[src/hw/rtl/rrsbs_pkg.sv]
// Shared types and constants for the round-robin set-bit scanner.
// Used by rrsbs_scan_step and round_robin_set_bit_scanner; depends on nothing.
`default_nettype none

package rrsbs_pkg;

	// Flag word geometry
	localparam int MAX_WORDS  = 4;
	localparam int WORD_W     = 16;
	localparam int FLAG_W     = MAX_WORDS * WORD_W;
	localparam int BIT_IDX_W  = $clog2(WORD_W);
	localparam int WORD_IDX_W = 2;
	localparam int POS_W      = WORD_IDX_W + BIT_IDX_W;
	localparam int NUM_W      = 7;
	localparam int CNT_W      = POS_W;

	// Configuration port
	localparam int CFG_IDX_W  = 2;
	localparam int CFG_DATA_W = 16;
	localparam int DIV_W      = 16;
	localparam int WC_W       = 3;

	localparam logic [CFG_IDX_W-1:0] CFG_REFRESH_DIVISOR = 2'd0;
	localparam logic [CFG_IDX_W-1:0] CFG_WORD_COUNT      = 2'd1;

	// Scan position: word and bit within the word
	typedef struct packed {
		logic [WORD_IDX_W-1:0] word_idx;
		logic [BIT_IDX_W-1:0]  bit_idx;
	} pos_t;

	// Sequencer states
	typedef enum logic [2:0] {
		ST_IDLE = 3'b001,
		ST_SCAN = 3'b010,
		ST_DONE = 3'b100
	} state_t;

endpackage

`default_nettype wire

[src/hw/rtl/round_robin_set_bit_scanner.sv]
// Top level of the round-robin set-bit scanner: prescaler, scan sequencer and output register.
// Depends on rrsbs_pkg and rrsbs_scan_step.
//
// Each accepted word is one tick. A prescaler counts ticks; when the count reaches
// refresh_divisor it clears and, if word_count is 1..4, the block scans the flag words
// cyclically from the bit after the last one reported, one bit per cycle through a single
// step unit, and holds the 1-based number of the first set bit found (0 if none). Every
// tick returns the held number and an update flag. A tick without a scan goes from the
// idle state to the done state; a scan passes the scan state first, examining at most
// 16*word_count bits. in_ready is high only while the sequencer is idle; the output
// register lets the next tick be taken while a result still waits. Writing either
// configuration register clears the scan position, unless a scan step overrides it.
`default_nettype none

module round_robin_set_bit_scanner
	import rrsbs_pkg::*;
(
	input  wire logic                  clk,
	input  wire logic                  arst_n,
	input  wire logic                  in_valid,
	output logic                       in_ready,
	input  wire logic [FLAG_W-1:0]     flag_bits,
	output logic                       out_valid,
	input  wire logic                  out_ready,
	output logic [NUM_W-1:0]           enum_number,
	output logic                       updated,
	input  wire logic                  cfg_we,
	input  wire logic [CFG_IDX_W-1:0]  cfg_index,
	input  wire logic [CFG_DATA_W-1:0] cfg_data
);

	state_t            state_q;
	logic [DIV_W-1:0]  divisor_q;
	logic [WC_W-1:0]   wc_q;
	logic [DIV_W-1:0]  tick_q;
	pos_t              pos_q;
	logic [NUM_W-1:0]  held_q;
	logic              upd_q;
	logic [CNT_W-1:0]  cnt_q;
	logic              out_valid_q;
	logic [FLAG_W-1:0] flags_q;
	logic [NUM_W-1:0]  out_number_q;
	logic              out_updated_q;

	logic [DIV_W-1:0]  tick_next;
	logic              scan_due;
	logic              wc_ok;
	logic              scan_last;
	logic              out_load;
	pos_t              step_pos;
	logic              step_hit;
	logic [NUM_W-1:0]  step_number;

	// Shared step unit
	rrsbs_scan_step u_step (
		.flags      (flags_q),
		.pos_cur    (pos_q),
		.word_count (wc_q),
		.pos_next   (step_pos),
		.hit        (step_hit),
		.number     (step_number)
	);

	// Prescaler and scan bounds
	assign tick_next = tick_q + DIV_W'(1);
	assign scan_due  = (tick_next >= divisor_q);
	assign wc_ok     = (wc_q != '0) && (wc_q <= WC_W'(MAX_WORDS));
	assign scan_last = ({1'b0, cnt_q} == ({wc_q, 4'b0000} - 7'd1));
	assign out_load  = (state_q == ST_DONE) && (!out_valid_q || out_ready);

	assign in_ready    = (state_q == ST_IDLE);
	assign out_valid   = out_valid_q;
	assign enum_number = out_number_q;
	assign updated     = out_updated_q;

	// Sequencer, configuration and control state
	always_ff @(posedge clk or negedge arst_n) begin
		if (!arst_n) begin
			state_q     <= ST_IDLE;
			divisor_q   <= DIV_W'(1);
			wc_q        <= WC_W'(1);
			tick_q      <= '0;
			pos_q       <= '0;
			held_q      <= '0;
			upd_q       <= 1'b0;
			cnt_q       <= '0;
			out_valid_q <= 1'b0;
		end else begin
			// Drop the result once taken
			if (out_valid_q && out_ready) begin
				out_valid_q <= 1'b0;
			end
			// Writes to either register clear the scan position, unless a scan step overrides it
			if (cfg_we) begin
				unique case (cfg_index)
					CFG_REFRESH_DIVISOR: begin
						divisor_q <= cfg_data[DIV_W-1:0];
						pos_q     <= '0;
					end
					CFG_WORD_COUNT: begin
						wc_q  <= cfg_data[WC_W-1:0];
						pos_q <= '0;
					end
					default: ;
				endcase
			end
			unique case (state_q)
				ST_IDLE: begin
					if (in_valid) begin
						upd_q <= 1'b0;
						cnt_q <= '0;
						if (scan_due) begin
							tick_q <= '0;
							if (wc_ok) begin
								state_q <= ST_SCAN;
							end else begin
								state_q <= ST_DONE;
							end
						end else begin
							tick_q  <= tick_next;
							state_q <= ST_DONE;
						end
					end
				end
				ST_SCAN: begin
					// Advance one bit per cycle until a hit or a full circle
					pos_q <= step_pos;
					cnt_q <= cnt_q + CNT_W'(1);
					if (step_hit) begin
						held_q  <= step_number;
						upd_q   <= 1'b1;
						state_q <= ST_DONE;
					end else if (scan_last) begin
						held_q  <= '0;
						upd_q   <= 1'b1;
						state_q <= ST_DONE;
					end
				end
				ST_DONE: begin
					if (out_load) begin
						out_valid_q <= 1'b1;
						state_q     <= ST_IDLE;
					end
				end
				default: state_q <= ST_IDLE;
			endcase
		end
	end

	// Hold the flags of the accepted word and the result payload
	always_ff @(posedge clk) begin
		if (in_valid && in_ready) begin
			flags_q <= flag_bits;
		end
		if (out_load) begin
			out_number_q  <= held_q;
			out_updated_q <= upd_q;
		end
	end

	// Scan never runs past one full circle of the active words
	assert property (@(posedge clk) disable iff (!arst_n)
		(state_q == ST_SCAN) |-> ({1'b0, cnt_q} < {wc_q, 4'b0000}))
		else $error("scan counter beyond one circle");

	// After a scan the position lies within the active words
	assert property (@(posedge clk) disable iff (!arst_n)
		(state_q == ST_DONE && upd_q) |-> ({1'b0, pos_q.word_idx} < wc_q))
		else $error("scan position outside active words");

	// An accepted word always leaves the idle state
	assert property (@(posedge clk) disable iff (!arst_n)
		(in_valid && in_ready) |=> (state_q != ST_IDLE))
		else $error("accepted word not processed");

endmodule

`default_nettype wire

[src/hw/rtl/rrsbs_scan_step.sv]
// One step of the cyclic bit scan: advance the position by one bit and test it.
// Depends on rrsbs_pkg.
`default_nettype none

module rrsbs_scan_step
	import rrsbs_pkg::*;
(
	input  wire logic [FLAG_W-1:0] flags,
	input  wire pos_t              pos_cur,
	input  wire logic [WC_W-1:0]   word_count,
	output pos_t                   pos_next,
	output logic                   hit,
	output logic [NUM_W-1:0]       number
);

	logic [BIT_IDX_W-1:0]  bit_inc;
	logic [WORD_IDX_W-1:0] word_inc;

	// Advance the bit; on wrap move to the next word, restarting past the last active one
	always_comb begin
		bit_inc  = pos_cur.bit_idx + BIT_IDX_W'(1);
		word_inc = pos_cur.word_idx + WORD_IDX_W'(1);
		pos_next = pos_cur;
		pos_next.bit_idx = bit_inc;
		if (bit_inc == '0) begin
			if ({1'b0, word_inc} >= word_count) begin
				pos_next.word_idx = '0;
			end else begin
				pos_next.word_idx = word_inc;
			end
		end
	end

	// Test the new position and form its 1-based number
	assign hit    = flags[pos_next];
	assign number = NUM_W'({1'b0, pos_next}) + NUM_W'(1);

endmodule

`default_nettype wire

[config.mk]
export PLATFORM = sky130hd
export DESIGN_NAME = round_robin_set_bit_scanner
export DESIGN_NICKNAME = d
export VERILOG_FILES = /design/src/hw/rtl/rrsbs_pkg.sv /design/src/hw/rtl/round_robin_set_bit_scanner.sv /design/src/hw/rtl/rrsbs_scan_step.sv
export SDC_FILE = /design/constraint.sdc
export NUM_CORES = 1
export LEC_CHECK = 0
export BUFFER_PORTS_ARGS = -buffer_cell sky130_fd_sc_hd__buf_2
export CAP_MARGIN = 15
export CORE_UTILIZATION = 50
export CTS_CLUSTER_SIZE = 8
export DETAILED_ROUTE_END_ITERATION = 8
export PLACE_DENSITY = 0.72
export SETUP_SLACK_MARGIN = 0.05
export SYNTH_ARGS = -nofsm -noshare
export SYNTH_HDL_FRONTEND = slang
export SYNTH_SLANG_ARGS = --single-unit
[constraint.sdc]
create_clock -name clk -period 6.4 [get_ports clk]
set_clock_uncertainty 0.15 [all_clocks]
set_input_delay 1.28 -clock clk [delete_from_list [all_inputs] [get_ports clk]]
set_output_delay 1.28 -clock clk [all_outputs]
set_load 0.02 [all_outputs]
==> summary.txt, run 1 <==
Hold path
  • Worst hold path type: reg -> reg

Routing
  • Final wirelength: 11.9 mm
  • Drt first pass iters: 4
  • Vias per cell: 5.25
  • DR DRC count: 0
  • Initial drt markers: 253
  • Total number of vias: 4097
  • Average routed wire per standard cell: 15.3 um
  • Antenna-violating nets left: 0

Finish
  • Multi-input logic area: 2380 sq um
  • Layout Cells excl Fill: 780
  • Final design utilization: 62.1%
  • # nets final: 710
  • Register area: 3640 sq um
  • Layout Area Growth over Synthesis: 20.2%
  • N_diodes: 0
  • Fillers: 948
  • Fraction of layout cells with a size suffix above 1: 28.1%

Yosys
  • Mapped Avg Cell Area: 12.6 sq um
  • Synth Net Count: 606
  • Top_reg_cell synth: edfxtp_1
  • Post-synth EDFFs: 72
  • Post-synthesis adder-cell area fraction: 4.80%
  • Post-synth cell types: 61
  • Syn Inst Count: 495
  • Post-synthesis xor/xnor area fraction: 3.62%
  • Mux cell area share after synthesis: 8.09%
  • Sequential share of the synthesized area: 58.2%
  • Synth Register Bits: 131
  • Mapped Area: 6260 sq um
  • Synth Area in Compound Gates: 9.59%
  • Synth Warn #: 0
  • Largest family of logic cells by synthesized area: simple AND/OR/NAND/NOR gates
  • Post-synthesis simple-gate area fraction: 12.0%
  • Ys async rst share: 45.0%

Die
  • # rows: 40
  • Core ar.: 12100 sq um
  • Initial core utilization: 51.7%
  • Die Ht: 114 um
  • Die X: 114 um
  • Total Die Area: 13000 sq um
  • IO Count: 97

STA
  • Fin. max-slew vios: 0
  • RSZ-0062 raised after global routing: false
  • Setup TNS: 0 ns
  • PnR worst setup slack: 2.69 ns
  • Post-layout min period: 3.71 ns
  • # setup viols final: 0
  • Fmax: 270 MHz
  • Final Hold Vio Count: 0
  • Tcrit/Tclk final: 58.0%
  • Tightest Pin Transition: 0.880 ns
  • Slew HR: 40.8%

Power and ir drop
  • Clk pwr share: 44.1%
  • Sequential share of power: 43.8%
  • Overall power: 2340 uW
  • PwrDens: 310 nW/um^2
  • Sw frac: 24.7%
  • Net Sw Power: 577 uW
  • LEAKAGE: 0.00321 uW
  • Int Pwr: 1760 uW
  • VDD IR max: 0.389 mV
  • Gate power share: 12.1%

Placement
  • Post-DP HPWL: 8.35 mm
  • DP Worst Slack: 2.66 ns
  • Buffers on Ports: 96
  • Dpl cells: 748
  • Routability cong.: 0.795

Global route
  • Overflow after GRT: 0
  • First-pass GRT wire length: 19.9 mm
  • Total Routing Usage GR: 20.2%
  • Initial antenna violation count: 0
  • Largest net degree at the start of global routing: 60
  • Number of global-route vias before repair: 4222

CTS
  • Num CTS Buffers: 17
  • CTS tree: yes
  • H-tree Lvls: 4
  • # clock sinks: 131
  • Clk_lat worst skew: 0.41 ns
  • Clock-pin slew on the worst setup and hold paths: 0.06 ns
  • Post-CTS Setup Bufs: 0
  • Root buffer cell: clkbuf_16
  • # hold bufs at CTS: 0
  • Clock buffer depth: 2
  • Post-CTS sizing: 0

Setup path
  • Max incr delay on CP: 0.81 ns
  • Crit Path Class: reg -> reg
  • Worst path arrival time: 3.83 ns
  • Crit path cell chain: inv_1 > ha_1 > mux4_2 > inv_2 > mux4_2 > a211oi_2 > a2111oi_4 > nor3_2 > o22ai_1
  • Critical path's slowest cell: ha_1
  • CP startpoint kind: register
  • Cell seen most often among critical-path stages: mux4_2
  • CP Capture Type: register
  • CP Max Fanout: 19
  • Worst endpoint required time: 6.52 ns

Run status
  • Outcome: completed

Flow run
  • Total of max-cap violations: 0
power by group through the flow:
stage / Clock [uW] / Sequential, uW / Combinational, uW
2_1_floorplan: 0 / 1030 / 192
3_3_place_gp: 0 / 1040 / 271
3_5_place_dp: 0 / 1040 / 286
4_1_cts: 1040 / 1020 / 288
5_1_grt: 1080 / 1030 / 326
6_report: 1030 / 1020 / 283
flip-flops by register name (all words and copies together), names as in the netlist:
signal,flops
flags_q,64
enum_number,7
updated,1
upd_q,1
pos_q,6
held_q,7
divisor_q,16
tick_q,16
state_q,3
out_valid,1
cnt_q,6
wc_q,3
area by class of cell:
cell class	instances	area share, %
sequential	131	48.4
inverter	36	1.80
multi-input combinational	311	31.7
timing repair buffer	102	6.98
clock buffer	19	5.75
clock inverter	13	2.63
tap	168	2.79
routing by layer:
layer | vias to the layer above | share of wire (%) | global-route usage (%)
met1 | 1962 | 45 | 25.7
met5 | - | 0 | 0
met4 | 0 | 0.96 | 7.53
met3 | 14 | 4.1 | 5.90
li1 | 2022 | - | -
met2 | 99 | 50 | 32.8
layout by cell type, fill, tap and decap left out, drive strengths merged, types with 12 or more instances in the layout:
| cell | count |
|---|---|
| buf | 102 |
| edfxtp | 72 |
| nand2 | 63 |
| dfrtp | 56 |
| inv | 39 |
| o21ai | 37 |
| ha | 24 |
| mux4 | 20 |
| clkbuf | 19 |
| nand3 | 16 |
| nor2 | 16 |
| xor2 | 13 |
| xnor2 | 12 |
metrics by stage:
stage / hold WS [ns] / area [sq um]
final: 0.308 / 7530
after global routing: 0.326 / 7530
after CTS: 0.310 / 7530
after detailed placement: 0.296 / 6900
after global placement: 0.294 / 6900
after floorplan: 0.275 / 6260
cell families after synthesis:
| family | after synthesis |
|---|---|
| XOR/XNOR | 25 |
| AND/OR/NAND/NOR | 150 |
| AO/OA/AOI/OAI | 88 |
| adder cells (fa/ha/maj) | 24 |
| buffers and inverters | 53 |
| flip-flops | 131 |
| multiplexers | 24 |
critical path, delay by kind of cell (launching register included):
family	cells	cell delay, ns
adders and majority gates	1	0.81
buffers and inverters	2	0.16
AOI/OAI and AO/OA	3	0.51
DFF	1	0.63
and+or+nand+nor	1	0.48
muxes	2	0.81
cells in the mapped netlist (2+ instances only):
library cell / count / area (sq um)
edfxtp_1: 72 / 2160
nand2_1: 63 / 236
dfrtp_1: 56 / 1400
o21ai_0: 35 / 175
inv_1: 32 / 120
ha_1: 24 / 300
mux4_2: 17 / 383
nand3_1: 16 / 80.1
nor2_1: 16 / 60.1
xor2_1: 13 / 114
clkbuf_1: 11 / 41.3
xnor2_1: 11 / 96.3
a21oi_1: 8 / 40.0
nor2b_1: 8 / 50.1
o221ai_1: 8 / 70.1
a21o_1: 7 / 52.6
nand4_1: 7 / 43.8
nor3b_1: 7 / 52.6
o22ai_1: 7 / 43.8
and3_1: 6 / 37.5
nand2b_1: 6 / 37.5
and2_1: 5 / 31.3
mux2_2: 4 / 45.0
a211oi_1: 3 / 22.5
and4_1: 3 / 26.3
dfstp_2: 3 / 78.8
mux4_1: 3 / 78.8
or2_2: 3 / 18.8
a211oi_2: 2 / 25.0
buf_2: 2 / 10.0
clkinv_1: 2 / 7.51
inv_2: 2 / 7.51
nand3b_1: 2 / 15.0
nor3_1: 2 / 10.0
o211ai_1: 2 / 15.0
o21ai_1: 2 / 10.0
worst paths after layout:
kind	startpoint	endpoint	slack, ns	depth (start not counted)
min in group asynchronous	arst_n	wc_q[1]$_DFFE_PN0P_	0.88	2
max	pos_q[0]$_DFFE_PN0P_	held_q[5]$_DFFE_PN0P_	2.69	9
max in group asynchronous	arst_n	held_q[4]$_DFFE_PN0P_	4.72	2
max reg2reg	pos_q[0]$_DFFE_PN0P_	held_q[5]$_DFFE_PN0P_	2.69	9
min reg2reg	held_q[1]$_DFFE_PN0P_	enum_number[1]$_DFFE_PP_	0.31	0
min	held_q[1]$_DFFE_PN0P_	enum_number[1]$_DFFE_PP_	0.31	0
Power figures use the tool's default switching activity.
==> inputs of run 2 (changes only) <==
==> constraint.sdc (replaced) <==
create_clock -name clk -period 3.57 [get_ports clk]
set_clock_uncertainty 0.15 [all_clocks]
set_input_delay 0.714 -clock clk [delete_from_list [all_inputs] [get_ports clk]]
set_output_delay 0.714 -clock clk [all_outputs]
set_load 0.02 [all_outputs]
==> summary.txt, run 2 (synthesized netlist as in run 1, its figures left out) <==
Run status
  • Outcome: completed (unchanged)

Setup path
  • CP Capture Type: register (unchanged)
  • Worst endpoint required time: 3.72 ns (was 6.52 ns)
  • R2r endpoint: state_q[2]$_DFFE_PN0P_ (was held_q[5]$_DFFE_PN0P_)
  • Worst R2R Path Depth: 11 (was 9)
  • Delay-heaviest family, CP: compound AO/OA/AOI/OAI gates (was adder cells)
  • Internal reg-to-reg setup slack: 0.30 ns (was 2.69 ns)
  • Crit path cell chain: and3_1 > and4_1 > and2_1 > and3_1 > xor2_1 > ha_1 > a21o_1 > a21o_1 > a211oi_2 > o21ai_2 > a221oi_1 (was inv_1 > ha_1 > mux4_2 > inv_2 > mux4_2 > a211oi_2 > a2111oi_4 > nor3_2 > o22ai_1)
  • Crit Path Class: reg -> reg (unchanged)
  • CP Max Fanout: 10 (was 19)
  • CP startpoint kind: register (unchanged)
  • Worst path arrival time: 3.43 ns (was 3.83 ns)
  • Crit Reg-Reg Startpoint: tick_q[2]$_DFFE_PN0P_ (was pos_q[0]$_DFFE_PN0P_)
  • Critical path's slowest cell: dfrtp_1 (was ha_1)
  • CP Buf/Inv Count: 0 (was 2)
  • Max incr delay on CP: 0.44 ns (was 0.81 ns)

CTS
  • Clock-pin slew on the worst setup and hold paths: 0.06 ns (about the same)
  • Num CTS Buffers: 17 (unchanged)
  • Post-CTS sizing: 0 (unchanged)
  • Clock buffer depth: 2 (unchanged)
  • # clock sinks: 131 (unchanged)
  • Post-CTS Setup Bufs: 0 (unchanged)
  • H-tree Lvls: 4 (unchanged)
  • CTS tree: yes (unchanged)
  • Clk_lat worst skew: 0.41 ns (about the same)
  • # hold bufs at CTS: 0 (unchanged)
  • Root buffer cell: clkbuf_16 (unchanged)

STA
  • PnR worst setup slack: 0.297 ns (was 2.69 ns)
  • Hold_ws: 0.0838 ns (was 0.308 ns)
  • Fin. max-slew vios: 0 (unchanged)
  • Setup TNS: 0 ns (unchanged)
  • Tightest Pin Transition: 0.862 ns (was 0.880 ns)
  • Final Hold Vio Count: 0 (unchanged)
  • Post-layout min period: 3.27 ns (was 3.71 ns)
  • RSZ-0062 raised after global routing: false (unchanged)
  • Fmax: 305 MHz (was 270 MHz)
  • Tcrit/Tclk final: 91.7% (was 58.0%)
  • Slew HR: 42.0% (was 40.8%)
  • # setup viols final: 0 (unchanged)

Finish
  • Commonest non-fill, non-tap cells in the layout: buf_2 (96), edfxtp_1 (72), nand2_1 (63) (unchanged)
  • # nets final: 714 (was 710)
  • N_diodes: 0 (unchanged)
  • Max reg flops: 64 (unchanged)
  • Biggest regs: flags_q: 64 flops, divisor_q: 16 flops, tick_q: 16 flops (unchanged)
  • Fraction of layout cells with a size suffix above 1: 28.9% (was 28.1%)
  • Most flop-heavy register: flags_q (unchanged)
  • Layout Area Growth over Synthesis: 20.4% (was 20.2%)
  • Design area: 7540 sq um (was 7530 sq um)
  • Commonest non-fill, non-tap cell in the layout: buf_2 (unchanged)

Placement
  • Placed instance area: 6940 sq um (was 6900 sq um)
  • Buffers on Ports: 96 (unchanged)
  • Post-DP HPWL: 8.25 mm (was 8.35 mm)
  • Routability cong.: 0.803 (was 0.795)
  • DP Worst Slack: 0.0917 ns (was 2.66 ns)

Routing
  • Vias per cell: 5.32 (was 5.25)
  • Drt first pass iters: 4 (unchanged)
  • Final wirelength: 11.6 mm (was 11.9 mm)
  • Average routed wire per standard cell: 14.8 um (was 15.3 um)
  • Initial drt markers: 180 (was 253)
  • DR DRC count: 0 (unchanged)
  • Antenna-violating nets left: 0 (unchanged)
  • Total number of vias: 4172 (was 4097)

Die
  • # rows: 40 (unchanged)
  • Die Ht: 114 um (unchanged)
  • Core ar.: 12100 sq um (unchanged)
  • Total Die Area: 13000 sq um (unchanged)
  • Die X: 114 um (unchanged)
  • Initial core utilization: 51.7% (unchanged)
  • IO Count: 97 (unchanged)

Global route
  • Total Routing Usage GR: 19.6% (was 20.2%)
  • Initial antenna violation count: 0 (unchanged)
  • Largest net degree at the start of global routing: 53 (was 60)
  • Number of global-route vias before repair: 4152 (was 4222)
  • Overflow after GRT: 0 (unchanged)
  • First-pass GRT wire length: 19.3 mm (was 19.9 mm)

Power and ir drop
  • PwrDens: 542 nW/um^2 (was 310 nW/um^2)
  • LEAKAGE: 0.00321 uW (about the same)
  • VDD IR max: 0.415 mV (was 0.389 mV)

Hold path
  • Worst hold path type: in -> async (was reg -> reg)

Flow run
  • Total of max-cap violations: 0 (unchanged)
run 2: cell types whose count changed in the layout (fill, tap and decap cells not counted), sizes merged:
cell	previous run	this run
buf	102	106
clkinv	5	9
bufinv	4	3
inv	39	34
clkinvlp	1	4
clkbuf	19	18
run 2: layout make-up:
cell class,count,area (sq um)
tap,168,210
sequential,131,3640
inverter,36,135
timing repair buffer,106,568
clock inverter,14,164
multi-input combinational,311,2390
fill,974,4570
clock buffer,18,429
run 2: worst max-delay path by stage:
stage                                     start                endpoint  slack (ns)  cells after the start
final                     tick_q[2]$_DFFE_PN0P_  state_q[2]$_DFFE_PN0P_        0.30                     11
after global routing      tick_q[0]$_DFFE_PN0P_  state_q[2]$_DFFE_PN0P_        0.08                     12
after CTS                 tick_q[2]$_DFFE_PN0P_  tick_q[10]$_DFFE_PN0P_        0.09                     10
after detailed placement  tick_q[2]$_DFFE_PN0P_  tick_q[10]$_DFFE_PN0P_        0.09                     10
after global placement    tick_q[2]$_DFFE_PN0P_  tick_q[12]$_DFFE_PN0P_        0.24                     10
after floorplan           tick_q[0]$_DFFE_PN0P_  state_q[2]$_DFFE_PN0P_         0.1                     13
run 2: power by group:
group	switching [uW]	internal, uW
Clock	628	1090
Sequential	74.0	1760
Combinational	309	233
Total	1010	3080
run 2: layer usage:
| metal | vias to the layer above | GRT usage, % | wire length, um |
|---|---|---|---|
| li1 | 2027 | - | - |
| met1 | 2005 | 25.2 | 5150 |
| met2 | 126 | 32.0 | 5720 |
| met3 | 14 | 5.47 | 595 |
| met4 | 0 | 7.45 | 148 |
| met5 | - | 0 | 0 |
run 2: metrics by stage:
step | std cells | power, uW | utilization, %
2_1_floorplan | 495 | 2190 | -
3_3_place_gp | 752 | 2360 | 57.3
3_5_place_dp | 752 | 2400 | 57.3
4_1_cts | 784 | 4120 | 62.2
5_1_grt | 784 | 4270 | 62.3
6_report | 784 | 4090 | 62.3
==> inputs of run 3 (changes only) <==
--- a/config.mk
+++ b/config.mk
@@ -14,4 +14,5 @@
 export SETUP_SLACK_MARGIN = 0.05
 export SYNTH_ARGS = -nofsm -noshare
 export SYNTH_HDL_FRONTEND = slang
+export SYNTH_HIERARCHICAL = 1
 export SYNTH_SLANG_ARGS = --single-unit
==> summary.txt, run 3 <==
Run status
  • Outcome: completed (unchanged)

Global route
  • Overflow after GRT: 0 (unchanged)
  • Total Routing Usage GR: 19.9% (was 19.6%)
  • Largest net degree at the start of global routing: 65 (was 53)
  • First-pass GRT wire length: 19.1 mm (was 19.3 mm)
  • Number of global-route vias before repair: 4020 (was 4152)
  • Initial antenna violation count: 2 (was 0)

CTS
  • Clk_lat worst skew: 0.42 ns (was 0.41 ns)
  • Root buffer cell: clkbuf_16 (unchanged)
  • Num CTS Buffers: 17 (unchanged)
  • H-tree Lvls: 4 (unchanged)
  • # clock sinks: 131 (unchanged)
  • Clock-pin slew on the worst setup and hold paths: 0.05 ns (was 0.06 ns)
  • Clock buffer depth: 2 (unchanged)
  • Post-CTS Setup Bufs: 0 (unchanged)
  • CTS tree: yes (unchanged)

STA
  • Fin. max-slew vios: 0 (unchanged)
  • Fmax: 312 MHz (was 305 MHz)
  • Tcrit/Tclk final: 89.8% (was 91.7%)
  • Post-layout min period: 3.21 ns (was 3.27 ns)
  • # setup viols final: 0 (unchanged)
  • Tightest Pin Transition: 0.673 ns (was 0.862 ns)
  • Slew HR: 54.8% (was 42.0%)
  • Setup TNS: 0 ns (unchanged)
  • RSZ-0062 raised after global routing: false (unchanged)
  • Final Hold Vio Count: 0 (unchanged)

Yosys
  • Mapped Avg Cell Area: 12.9 sq um (was 12.6 sq um)
  • Synth Net Count: 592 (was 606)
  • Synth top area cells: edfxtp_1 (35%), dfrtp_1 (23%), ha_1 (5.2%), mux4_1 (3.8%), nand2_1 (3.1%) (was edfxtp_1 (35%), dfrtp_1 (22%), mux4_2 (6.1%), ha_1 (4.8%), nand2_1 (3.8%))
  • Synth area leader: edfxtp_1 (unchanged)
  • Post-synthesis adder-cell area fraction: 5.25% (was 4.80%)
  • Post-synthesis simple-gate area fraction: 11.9% (was 12.0%)
  • Mapped Area: 6200 sq um (was 6260 sq um)
  • Post-synthesis xor/xnor area fraction: 3.53% (was 3.62%)
  • Synth Area in Compound Gates: 8.34% (was 9.59%)
  • Syn Inst Count: 479 (was 495)
  • Ys async rst share: 45.0% (unchanged)
  • Post-synth EDFFs: 72 (unchanged)
  • Top_reg_cell synth: edfxtp_1 (unchanged)
  • Synth top cells by count: edfxtp_1 (72), dfrtp_1 (56), nand2_1 (51) (was edfxtp_1 (72), nand2_1 (63), dfrtp_1 (56))
  • Synth Register Bits: 131 (unchanged)
  • Post-synth cell types: 57 (was 61)
  • Largest family of logic cells by synthesized area: simple AND/OR/NAND/NOR gates (unchanged)
  • Mux cell area share after synthesis: 8.12% (was 8.09%)
  • Top-area cell type share of the netlist area: 34.9% (was 34.5%)
  • Most frequent cell after synthesis: edfxtp_1 (unchanged)
  • Sequential share of the synthesized area: 58.8% (was 58.2%)
  • Synth Warn #: 6 (was 0)

Power and ir drop
  • LEAKAGE: 0.00322 uW (was 0.00321 uW)
  • PwrDens: 528 nW/um^2 (was 542 nW/um^2)
  • VDD IR max: 0.370 mV (was 0.415 mV)

Finish
  • Commonest non-fill, non-tap cells in the layout: buf_2 (96), edfxtp_1 (72), dfrtp_1 (56) (was buf_2 (96), edfxtp_1 (72), nand2_1 (63))
  • Fillers: 930 (was 974)
  • Biggest regs: flags_q: 64 flops, divisor_q: 16 flops, tick_q: 16 flops (unchanged)
  • Layout Area Growth over Synthesis: 19.4% (was 20.4%)
  • Max reg flops: 64 (unchanged)
  • Fraction of layout cells with a size suffix above 1: 27.6% (was 28.9%)
  • # nets final: 695 (was 714)
  • Most flop-heavy register: flags_q (unchanged)
  • Commonest non-fill, non-tap cell in the layout: buf_2 (unchanged)
  • Design area: 7400 sq um (was 7540 sq um)
  • Final design utilization: 61.3% (was 62.3%)

Die
  • IO Count: 97 (unchanged)
  • Total Die Area: 12800 sq um (was 13000 sq um)
  • Core ar.: 12100 sq um (about the same)
  • Die X: 113 um (was 114 um)
  • Initial core utilization: 51.4% (was 51.7%)
  • # rows: 40 (unchanged)
  • Die Ht: 113 um (was 114 um)

Routing
  • Vias per cell: 5.30 (was 5.32)
  • DR DRC count: 0 (unchanged)
  • Total number of vias: 4047 (was 4172)
  • Drt first pass iters: 4 (unchanged)
  • Average routed wire per standard cell: 15.2 um (was 14.8 um)
  • Final wirelength: 11.6 mm (about the same)
  • Antenna-violating nets left: 0 (unchanged)
  • Initial drt markers: 185 (was 180)

Setup path
  • CP startpoint kind: register (unchanged)
  • Crit Path Class: reg -> reg (unchanged)
  • Worst endpoint required time: 3.72 ns (about the same)
  • CP Max Fanout: 7 (was 10)
  • Crit Reg-Reg Startpoint: pos_q[0]$_DFFE_PN0P_ (was tick_q[2]$_DFFE_PN0P_)
  • Worst path arrival time: 3.36 ns (was 3.43 ns)
  • CP Capture Type: register (unchanged)
  • Launch point of the worst path: pos_q[0]$_DFFE_PN0P_ (was tick_q[2]$_DFFE_PN0P_)

Flow run
  • Total of max-cap violations: 0 (unchanged)

Placement
  • Post-DP HPWL: 8.23 mm (was 8.25 mm)
  • Buffers on Ports: 96 (unchanged)
  • Routability cong.: 0.795 (was 0.803)
  • Placed instance area: 6810 sq um (was 6940 sq um)

Hold path
  • Worst hold path type: in -> async (unchanged)
-- run 3: final cells by class --
type | instances | area, sq um | share of cell area [%]
diodes | 1 | 2.50 | 0.0338
clock buffers | 17 | 425 | 5.75
clock inverters | 14 | 135 | 1.83
inverters | 27 | 101 | 1.37
multi-input cells | 300 | 2310 | 31.2
flip-flops and latches | 131 | 3640 | 49.2
well taps | 168 | 210 | 2.84
repair buffers | 105 | 573 | 7.74
-- run 3: power by group --
group | internal (uW) | total [uW] | switching, uW
clock network | 960 | 1610 | 653
logic | 206 | 463 | 256
registers | 1750 | 1830 | 76.3
-- run 3: routing by layer --
metal	part of all wire [%]	GRT usage, %
met1	45	25.3
met3	4.4	6.37
met2	48	31.1
met4	2.2	9.21
met5	0.11	0
-- run 3: worst max-delay path, stage by stage, from the launching register on --
cell and delay, ns:
dfrtp_1 0.43, ha_1 0.24, xnor2_1 0.56, o2111ai_2 0.26, nor3b_1 0.29, a21o_2 0.18, mux2i_1 0.29, a41o_1 0.23
nand2_1 0.18, a22o_1 0.27
-- run 3: path summary, 6_finish.rpt --
kind / endpoint / slack [ns] / cells past startpoint
max: held_q[5]$_DFFE_PN0P_ / 0.36 / 9
min: divisor_q[10]$_DFFE_PN0P_ / 0.13 / 1
max reg2reg: held_q[5]$_DFFE_PN0P_ / 0.36 / 9
min reg2reg: enum_number[2]$_DFFE_PP_ / 0.31 / 0
max in group asynchronous: cnt_q[1]$_DFFE_PN0P_ / 2.40 / 3
min in group clk: enum_number[2]$_DFFE_PP_ / 0.31 / 0
-- run 3: cells by family (layout without fill, tap and decap cells) --
logic type                 Yosys count  count (layout)
AOI/OAI and AO/OA                   80              80
and+or+nand+nor                    144             144
DFF                                131             131
buffers and inverters               48             163
other                                0               1
xor gates and xnor gates            25              25
muxes                               25              25
adders and majority gates           26              26
-- run 3: metrics by stage --
step,setup WS [ns],hold slack (ns),instances,total power [uW]
finish,0.363,0.127,763,3900
global route,0.130,0.147,763,4090
CTS,0.328,0.296,761,3950
detailed placement,0.358,0.297,730,2320
global placement,0.460,0.291,730,2290
floorplan,0.760,0.268,479,2140
-- run 3: what timing repair did --
action                     CTS  global route
setup endpoints to repair    0             1
hold buffers                 0             0
resized for setup            0             1
